$ cat src/hw/rtl/assert_macros.svh
// ---------------------------------------------------------------------------
// assert_macros.svh
// Shorthand for clocked concurrent assertions on clk / rst_n.
// ---------------------------------------------------------------------------
`ifndef ASSERT_MACROS_SVH
`define ASSERT_MACROS_SVH

// Property checked on every rising edge of clk while out of reset.
`define ASSERT_CLK(label, prop, msg) \
  label: assert property (@(posedge clk) disable iff (!rst_n) (prop)) \
    else $error(msg);

// Property checked on every rising edge of clk, reset included.
`define ASSERT_ALWAYS(label, prop, msg) \
  label: assert property (@(posedge clk) (prop)) else $error(msg);

`endif

$ cat src/hw/rtl/sdx_pkg.sv
`timescale 1ns / 1ps
// ---------------------------------------------------------------------------
// sdx_pkg
// Shared types, codes and the letter classifier of the soundex encoder.
// ---------------------------------------------------------------------------
package sdx_pkg;

  typedef logic [7:0] char_t;
  typedef logic [2:0] code_t;

  localparam code_t CODE_NONE   = 3'd0;
  localparam code_t CODE_LABIAL = 3'd1;  // B F P V
  localparam code_t CODE_GUTTER = 3'd2;  // C G J K Q S X Z
  localparam code_t CODE_DENTAL = 3'd3;  // D T
  localparam code_t CODE_L      = 3'd4;
  localparam code_t CODE_NASAL  = 3'd5;  // M N
  localparam code_t CODE_R      = 3'd6;

  localparam int unsigned NUM_DIGITS = 3;

  // Classified letter, as held in the queue.
  typedef struct packed {
    char_t letter;
    code_t code;
    logic  last;
  } sdx_item_t;

  // Queue occupancy flags.
  typedef struct packed {
    logic full;
    logic empty;
  } sdx_qstat_t;

  function automatic code_t letter_code(input char_t ch);
    code_t code;
    unique case (ch) inside
      "B", "F", "P", "V":                code = CODE_LABIAL;
      "C", "G", "J", "K", "Q", "S", "X", "Z": code = CODE_GUTTER;
      "D", "T":                          code = CODE_DENTAL;
      "L":                               code = CODE_L;
      "M", "N":                          code = CODE_NASAL;
      "R":                               code = CODE_R;
      default:                           code = CODE_NONE;
    endcase
    return code;
  endfunction

endpackage

$ cat src/hw/rtl/sdx_front.sv
`timescale 1ns / 1ps
// ---------------------------------------------------------------------------
// sdx_front
// Input stage: takes letters, classifies them and registers the result.
// ---------------------------------------------------------------------------
module sdx_front (
  input  logic              clk,
  input  logic              rst_n,
  input  logic              in_tvalid,
  output logic              in_tready,
  input  logic [7:0]        in_tdata,   // [7:0] letter
  input  logic              in_tlast,   // last_letter
  output logic              item_valid,
  input  logic              item_ready,
  output sdx_pkg::sdx_item_t item
);
  import sdx_pkg::*;

  logic      valid_r, valid_nxt;
  sdx_item_t item_r, item_nxt;
  logic      in_xfer, out_xfer;

  assign out_xfer  = valid_r && item_ready;
  assign in_tready = !valid_r || item_ready;
  assign in_xfer   = in_tvalid && in_tready;

  always_comb begin
    valid_nxt = valid_r;
    item_nxt  = item_r;
    if (out_xfer) begin
      valid_nxt = 1'b0;
    end
    if (in_xfer) begin
      valid_nxt       = 1'b1;
      item_nxt.letter = in_tdata;
      item_nxt.code   = letter_code(in_tdata);
      item_nxt.last   = in_tlast;
    end
  end

  always_ff @(posedge clk) begin
    if (!rst_n) begin
      valid_r <= 1'b0;
    end else begin
      valid_r <= valid_nxt;
    end
  end

  always_ff @(posedge clk) begin
    item_r <= item_nxt;
  end

  assign item_valid = valid_r;
  assign item       = item_r;

endmodule

$ cat src/hw/rtl/sdx_fifo.sv
`timescale 1ns / 1ps
// ---------------------------------------------------------------------------
// sdx_fifo
// Small queue of classified letters between the front and back stages.
// ---------------------------------------------------------------------------
module sdx_fifo #(
  parameter int unsigned DEPTH = 4
) (
  input  logic               clk,
  input  logic               rst_n,
  input  logic               wr_valid,
  output logic               wr_ready,
  input  sdx_pkg::sdx_item_t wr_item,
  output logic               rd_valid,
  input  logic               rd_ready,
  output sdx_pkg::sdx_item_t rd_item,
  output sdx_pkg::sdx_qstat_t stat
);
  import sdx_pkg::*;

  localparam int unsigned PTR_W = (DEPTH > 1) ? $clog2(DEPTH) : 1;
  localparam int unsigned CNT_W = $clog2(DEPTH + 1);
  localparam logic [PTR_W-1:0] PTR_LAST = PTR_W'(DEPTH - 1);
  localparam logic [CNT_W-1:0] CNT_FULL = CNT_W'(DEPTH);

  sdx_item_t        mem_r [DEPTH];
  logic [PTR_W-1:0] wr_ptr_r, wr_ptr_nxt;
  logic [PTR_W-1:0] rd_ptr_r, rd_ptr_nxt;
  logic [CNT_W-1:0] count_r, count_nxt;
  logic             push, pop;

  assign stat.full  = (count_r == CNT_FULL);
  assign stat.empty = (count_r == '0);
  assign wr_ready   = !stat.full;
  assign rd_valid   = !stat.empty;
  assign rd_item    = mem_r[rd_ptr_r];
  assign push       = wr_valid && wr_ready;
  assign pop        = rd_valid && rd_ready;

  always_comb begin
    wr_ptr_nxt = wr_ptr_r;
    rd_ptr_nxt = rd_ptr_r;
    count_nxt  = count_r;
    if (push) begin
      wr_ptr_nxt = (wr_ptr_r == PTR_LAST) ? '0 : wr_ptr_r + 1'b1;
    end
    if (pop) begin
      rd_ptr_nxt = (rd_ptr_r == PTR_LAST) ? '0 : rd_ptr_r + 1'b1;
    end
    if (push && !pop) begin
      count_nxt = count_r + 1'b1;
    end else if (pop && !push) begin
      count_nxt = count_r - 1'b1;
    end
  end

  always_ff @(posedge clk) begin
    if (!rst_n) begin
      wr_ptr_r <= '0;
      rd_ptr_r <= '0;
      count_r  <= '0;
    end else begin
      wr_ptr_r <= wr_ptr_nxt;
      rd_ptr_r <= rd_ptr_nxt;
      count_r  <= count_nxt;
    end
  end

  always_ff @(posedge clk) begin
    if (push) begin
      mem_r[wr_ptr_r] <= wr_item;
    end
  end

endmodule

$ cat src/hw/rtl/sdx_back.sv
`timescale 1ns / 1ps
// ---------------------------------------------------------------------------
// sdx_back
// Code accumulator: builds the digits of a name and holds the result register.
// ---------------------------------------------------------------------------
module sdx_back (
  input  logic               clk,
  input  logic               rst_n,
  input  logic               item_valid,
  output logic               item_ready,
  input  sdx_pkg::sdx_item_t item,
  output logic               out_tvalid,
  input  logic               out_tready,
  output logic [23:0]        out_tdata
);
  import sdx_pkg::*;

  logic       in_name_r, in_name_nxt;
  char_t      lead_r, lead_nxt;
  code_t      prev_r, prev_nxt;
  logic [1:0] kept_r, kept_nxt;
  code_t      digits_r [NUM_DIGITS];
  code_t      digits_nxt [NUM_DIGITS];
  logic       ovalid_r, ovalid_nxt;
  logic [23:0] odata_r, odata_nxt;
  logic       slot_free, pop;

  // The result slot is free if empty or being drained this cycle.
  assign slot_free  = !ovalid_r || out_tready;
  assign item_ready = !item.last || slot_free;
  assign pop        = item_valid && item_ready;

  always_comb begin
    in_name_nxt = in_name_r;
    lead_nxt    = lead_r;
    prev_nxt    = prev_r;
    kept_nxt    = kept_r;
    digits_nxt  = digits_r;
    ovalid_nxt  = ovalid_r && !out_tready;
    odata_nxt   = odata_r;
    if (pop) begin
      if (!in_name_r) begin
        lead_nxt    = item.letter;
        kept_nxt    = '0;
        digits_nxt  = '{default: CODE_NONE};
        in_name_nxt = 1'b1;
      end else if (item.code != CODE_NONE && item.code != prev_r &&
                   kept_r != 2'(NUM_DIGITS)) begin
        digits_nxt[kept_r] = item.code;
        kept_nxt           = kept_r + 1'b1;
      end
      prev_nxt = item.code;
      if (item.last) begin
        in_name_nxt = 1'b0;
        ovalid_nxt  = 1'b1;
        odata_nxt   = {7'd0, digits_nxt[2], digits_nxt[1], digits_nxt[0], lead_nxt};
      end
    end
  end

  always_ff @(posedge clk) begin
    if (!rst_n) begin
      in_name_r <= 1'b0;
      lead_r    <= '0;
      prev_r    <= CODE_NONE;
      kept_r    <= '0;
      digits_r  <= '{default: CODE_NONE};
      ovalid_r  <= 1'b0;
    end else begin
      in_name_r <= in_name_nxt;
      lead_r    <= lead_nxt;
      prev_r    <= prev_nxt;
      kept_r    <= kept_nxt;
      digits_r  <= digits_nxt;
      ovalid_r  <= ovalid_nxt;
    end
  end

  always_ff @(posedge clk) begin
    odata_r <= odata_nxt;
  end

  assign out_tvalid = ovalid_r;
  assign out_tdata  = odata_r;

endmodule

$ cat src/hw/rtl/soundex_encoder_top.sv
`timescale 1ns / 1ps
// Soundex encoder: one letter per transfer in, one four-symbol code out per name.
//
// Input stream: in_tdata[7:0] carries one ASCII letter, in_tlast marks the last
// letter of a name. The first letter of a name is kept as is; later letters are
// mapped to codes 1..6 (0 for anything else); adjacent repeats collapse, any
// code-0 letter (H and W too) splits a repeat, and at most three digits are kept.
// Output stream: one transfer per name, issued for the letter flagged by tlast:
// out_tdata[7:0] first character, [10:8] digit one, [13:11] digit two,
// [16:14] digit three, rest zero. Missing digits read as 0.
// Path to a result: the front register loads at the last letter's transfer, the
// queue stores the letter, and the back stage pops it and loads the result
// register at the same edge.
// Throughput: one letter per cycle while results are taken; the back stage
// takes one queued letter per cycle unless a last letter awaits the result slot.
// When the receiver stalls, the result register holds; letters keep flowing
// into the back stage until a further last letter needs the busy register,
// then the queue (QUEUE_DEPTH entries) and the front register fill and
// in_tready drops. Synchronous reset (rst_n low) empties all stages and
// starts waiting for the first letter of a new name.
// ---------------------------------------------------------------------------
// soundex_encoder_top
// Top level: front classifier, letter queue and code accumulator.
// ---------------------------------------------------------------------------
`include "assert_macros.svh"

module soundex_encoder_top #(
  parameter int unsigned QUEUE_DEPTH = 4
) (
  input  logic        clk,
  input  logic        rst_n,
  input  logic        in_tvalid,
  output logic        in_tready,
  input  logic [7:0]  in_tdata,    // [7:0] letter
  input  logic        in_tlast,    // last_letter
  output logic        out_tvalid,
  input  logic        out_tready,
  output logic [23:0] out_tdata    // [7:0] first_char, [10:8] digit_one,
                                   // [13:11] digit_two, [16:14] digit_three
);
  import sdx_pkg::*;

  // front -> queue
  logic       f_valid, f_ready;
  sdx_item_t  f_item;
  // queue -> back
  logic       q_valid, q_ready;
  sdx_item_t  q_item;
  sdx_qstat_t q_stat;

  sdx_front u_front (
    .clk        (clk),
    .rst_n      (rst_n),
    .in_tvalid  (in_tvalid),
    .in_tready  (in_tready),
    .in_tdata   (in_tdata),
    .in_tlast   (in_tlast),
    .item_valid (f_valid),
    .item_ready (f_ready),
    .item       (f_item)
  );

  sdx_fifo #(
    .DEPTH (QUEUE_DEPTH)
  ) u_fifo (
    .clk      (clk),
    .rst_n    (rst_n),
    .wr_valid (f_valid),
    .wr_ready (f_ready),
    .wr_item  (f_item),
    .rd_valid (q_valid),
    .rd_ready (q_ready),
    .rd_item  (q_item),
    .stat     (q_stat)
  );

  sdx_back u_back (
    .clk        (clk),
    .rst_n      (rst_n),
    .item_valid (q_valid),
    .item_ready (q_ready),
    .item       (q_item),
    .out_tvalid (out_tvalid),
    .out_tready (out_tready),
    .out_tdata  (out_tdata)
  );

  // Queue occupancy flags are mutually exclusive.
  `ASSERT_CLK(a_qstat_excl, !(q_stat.full && q_stat.empty), "queue full and empty")

  // A new result only follows a last letter taken from the queue.
  `ASSERT_CLK(a_res_src, $rose(out_tvalid) |-> $past(q_valid && q_ready && q_item.last),
    "result without a last letter")

  // Digits fill in order: a later digit implies the earlier ones.
  `ASSERT_CLK(a_dig_order,
    out_tvalid |-> ((out_tdata[13:11] == CODE_NONE || out_tdata[10:8] != CODE_NONE) &&
                    (out_tdata[16:14] == CODE_NONE || out_tdata[13:11] != CODE_NONE)),
    "digit gap in result")

  // No result right out of reset.
  `ASSERT_ALWAYS(a_rst_idle, !rst_n |=> !out_tvalid, "result valid after reset")

endmodule

$ cat config.mk
export PLATFORM = sky130hd
export DESIGN_NAME = soundex_encoder_top
export DESIGN_NICKNAME = d
export VERILOG_FILES = /design/src/hw/rtl/sdx_pkg.sv /design/src/hw/rtl/sdx_front.sv /design/src/hw/rtl/sdx_fifo.sv /design/src/hw/rtl/sdx_back.sv /design/src/hw/rtl/soundex_encoder_top.sv
export VERILOG_INCLUDE_DIRS = /design/src /design/src/hw/rtl
export SDC_FILE = /design/constraint.sdc
export NUM_CORES = 1
export LEC_CHECK = 0
export CELL_PAD_IN_SITES_DETAIL_PLACEMENT = 0
export CELL_PAD_IN_SITES_GLOBAL_PLACEMENT = 1
export CORE_UTILIZATION = 50
export CTS_BUF_LIST = sky130_fd_sc_hd__clkbuf_4 sky130_fd_sc_hd__clkbuf_8
export CTS_CLUSTER_DIAMETER = 60
export DETAILED_ROUTE_END_ITERATION = 7
export DONT_BUFFER_PORTS = 1
export PLACE_DENSITY_LB_ADDON = 0.1
export SETUP_SLACK_MARGIN = 0.05
export SYNTH_ARGS = -nofsm -noshare
export SYNTH_HDL_FRONTEND = slang
export SYNTH_HIERARCHICAL = 1
export SYNTH_SLANG_ARGS = --single-unit
$ cat constraint.sdc
create_clock -name clk -period 3.5 [get_ports clk]
set_input_delay 0.175 -clock clk [delete_from_list [all_inputs] [get_ports clk]]
set_output_delay 0.175 -clock clk [all_outputs]
set_load 0.01 [all_outputs]
==> results.md <==
- HP Start: rst_n
- Total number of vias: 2678
- CTS-repair resized insts: 0
- Hold violation total from the final report: 0
- Initial antenna violation count: 0
- Most common cell after layout, fill and taps aside: edfxtp_1
- CTS Root Cell: clkbuf_8
- Via density: 5.52
- CTS tree: done
- PD cells: 735 nW/um^2
- Gr usage total: 0.172
- Cell Area, Placed: 4760 um^2
- Synth Instances: 362
- Slew @ Worst Pin: 837 ps
- CP max FO: 12
- Diode count: 0
- CTS Buffer Depth: 2
- DR WL/cell: 16.2 um
- Later-pin clock latency in the skew report: 370 ps
- Vias in the first global route: 2538
- Count of pins over their slew limit: 0
- Lkg Pwr: 0.00181 uW
- FF-to-FF End: u_fifo/count_r[2]$_SDFFE_PN0P_
- Gp weighted congestion: 0.729
- H-tree lvl count: 3
- # port buffers: 0
- DRC violations left: 0
- Avg Inst Size Synth: 13.1 um^2
- Req. time, crit path: 3810 ps
- Commonest cells after routing, fill and taps aside: edfxtp_1, dfxtp_1, nand2_1
- Setup_tns: 0 ps
- Final worst slack: 907 ps
- Min-delay worst type: input pin to register
- Status: finished, final reports clean
- VDD IR max: 0.000276 V
- Setup crit start kind: register
- Max-Cap Viols: 0
- Slew headroom: 0.442
- First-pass GRT wire length: 12.8 mm
- Hold EP: u_back/digits_r[5]$_SDFFE_PN0P_
- Dpl hpwl: 5.12 mm
- Place WS: 915 ps
- Tcrit/Tclk final: 0.741
- Starting DRC count in detailed routing: 109
- Crit path kind: register to register
- Synth-to-Final Area Change: 7.06%
- CP Capture Type: register
- Drt pass-1 iters: 4
- Die Y: 99.3 um
- Synth warn: 6
- TritonCTS buffer count: 9
- Crit path DAT: 2900 ps
- Fin nets: 393
- Starting Density: 0.515
- CP peak stage delay: 380 ps
- Hold path depth: 2
- Wirelength, routed: 7.87 mm
- Share of post-route cells with drive strength above 1: 0.118
- FILL cells: 772
- RSZ-0062 raised after global routing: false
- I/O Pins: 39
- Final setup violation count: 0
- Max Clock Freq: 386 MHz
- Crit path cell chain: buf_4, mux4_2, nand3b_1, o31ai_1, ha_1, inv_1, fa_1, xor2_1, or3_1, a21boi_0
- Die width: 99.3 um
- Clock-pin slew on the worst setup and hold paths: 110 ps
- Overflow after GRT: 0
- Clk_skew: 7.55 ps
- Netlist Area Pre-Place: 4730 um^2
- Post-route ant nets: 0
- Site Rows: 35
- Clock Sinks: 111
- CP max-delay cell: mux4_2
- Reg2Reg Setup Slack: 910 ps
- Bufs and invs on worst path: 2
- Final Cell Area: 5070 um^2
- Core area: 9200 um^2
- Top delay family on crit path: adder cells
- Tmin final: 2590 ps
- Largest net degree at the start of global routing: 27
- R2r worst-path depth: 10
- Die area: 9860 um^2
-- registers in the layout, summed over array words and instances, names as in the netlist, 2 cells and up, named ones only --
name              count
u_fifo/mem_r         48
u_back/out_tdata     17
u_front/item         12
u_back/digits_r       9
u_back/lead_r         8
u_back/prev_r         3
u_fifo/count_r        3
u_back/kept_r         2
u_fifo/rd_ptr_r       2
u_fifo/wr_ptr_r       2
-- where the power goes --
part           internal, uW  switching [uW]  total (uW)
clock network           272             452         724
registers              1700             181        1880
logic                   430             690        1120
total                  2400            1320        3730
-- timing repair --
action / in CTS / in global routing
buffers inserted: 0 / 0
endpoints found under the setup margin: 0 / 0
endpoints found under the hold margin: 20 / 0
hold buffers: 12 / 0
-- through the flow --
step / hold slack, ps / util / power [uW] / instances
after floorplan: 274 / - / 2850 / 368
after global placement: 274 / 0.517 / 3020 / 457
after detailed placement: 274 / 0.517 / 3030 / 457
after CTS: 35.7 / 0.551 / 3760 / 485
after global routing: 39.8 / 0.551 / 3960 / 485
final: 51.3 / 0.551 / 3730 / 485
-- worst max path at each step --
stage,from,endpoint,slack [ps],cells after the start
2_1_floorplan,register,u_fifo/count_r[2]$_SDFFE_PN0P_,990,10
3_3_place_gp,register,u_back/digits_r[4]$_SDFFE_PN0P_,950,6
3_5_place_dp,register,u_back/digits_r[4]$_SDFFE_PN0P_,910,6
4_1_cts,register,u_back/digits_r[4]$_SDFFE_PN0P_,900,6
5_1_grt,register,u_fifo/count_r[2]$_SDFFE_PN0P_,690,10
6_report,register,u_fifo/count_r[2]$_SDFFE_PN0P_,910,10
-- worst reg2reg max path: stages (launching register included) --
cell and delay, ps:
dfxtp_1 310, buf_4 200, mux4_2 380, nand3b_1 120, o31ai_1 180, ha_1 290
inv_1 60, fa_1 370, xor2_1 160, or3_1 300, a21boi_0 160
-- layer usage --
metal  vias up  wire length [um]  track usage
li1       1338                 -            -
met1      1269              3690        0.231
met2        60              3760        0.275
met3        11               264       0.0288
met4         0               154       0.0814
met5         -                 0            0
-- final cells by class --
type | instances | area (um^2) | share of cell area
clock buffers | 9 | 124 | 0.0244
inverters | 11 | 41.3 | 0.00815
multi-input cells | 220 | 1550 | 0.307
well taps | 111 | 139 | 0.0274
flip-flops and latches | 111 | 2990 | 0.591
clock inverters | 7 | 66.3 | 0.0131
repair buffers | 16 | 150 | 0.0296
(Power assumes the default switching activity.)
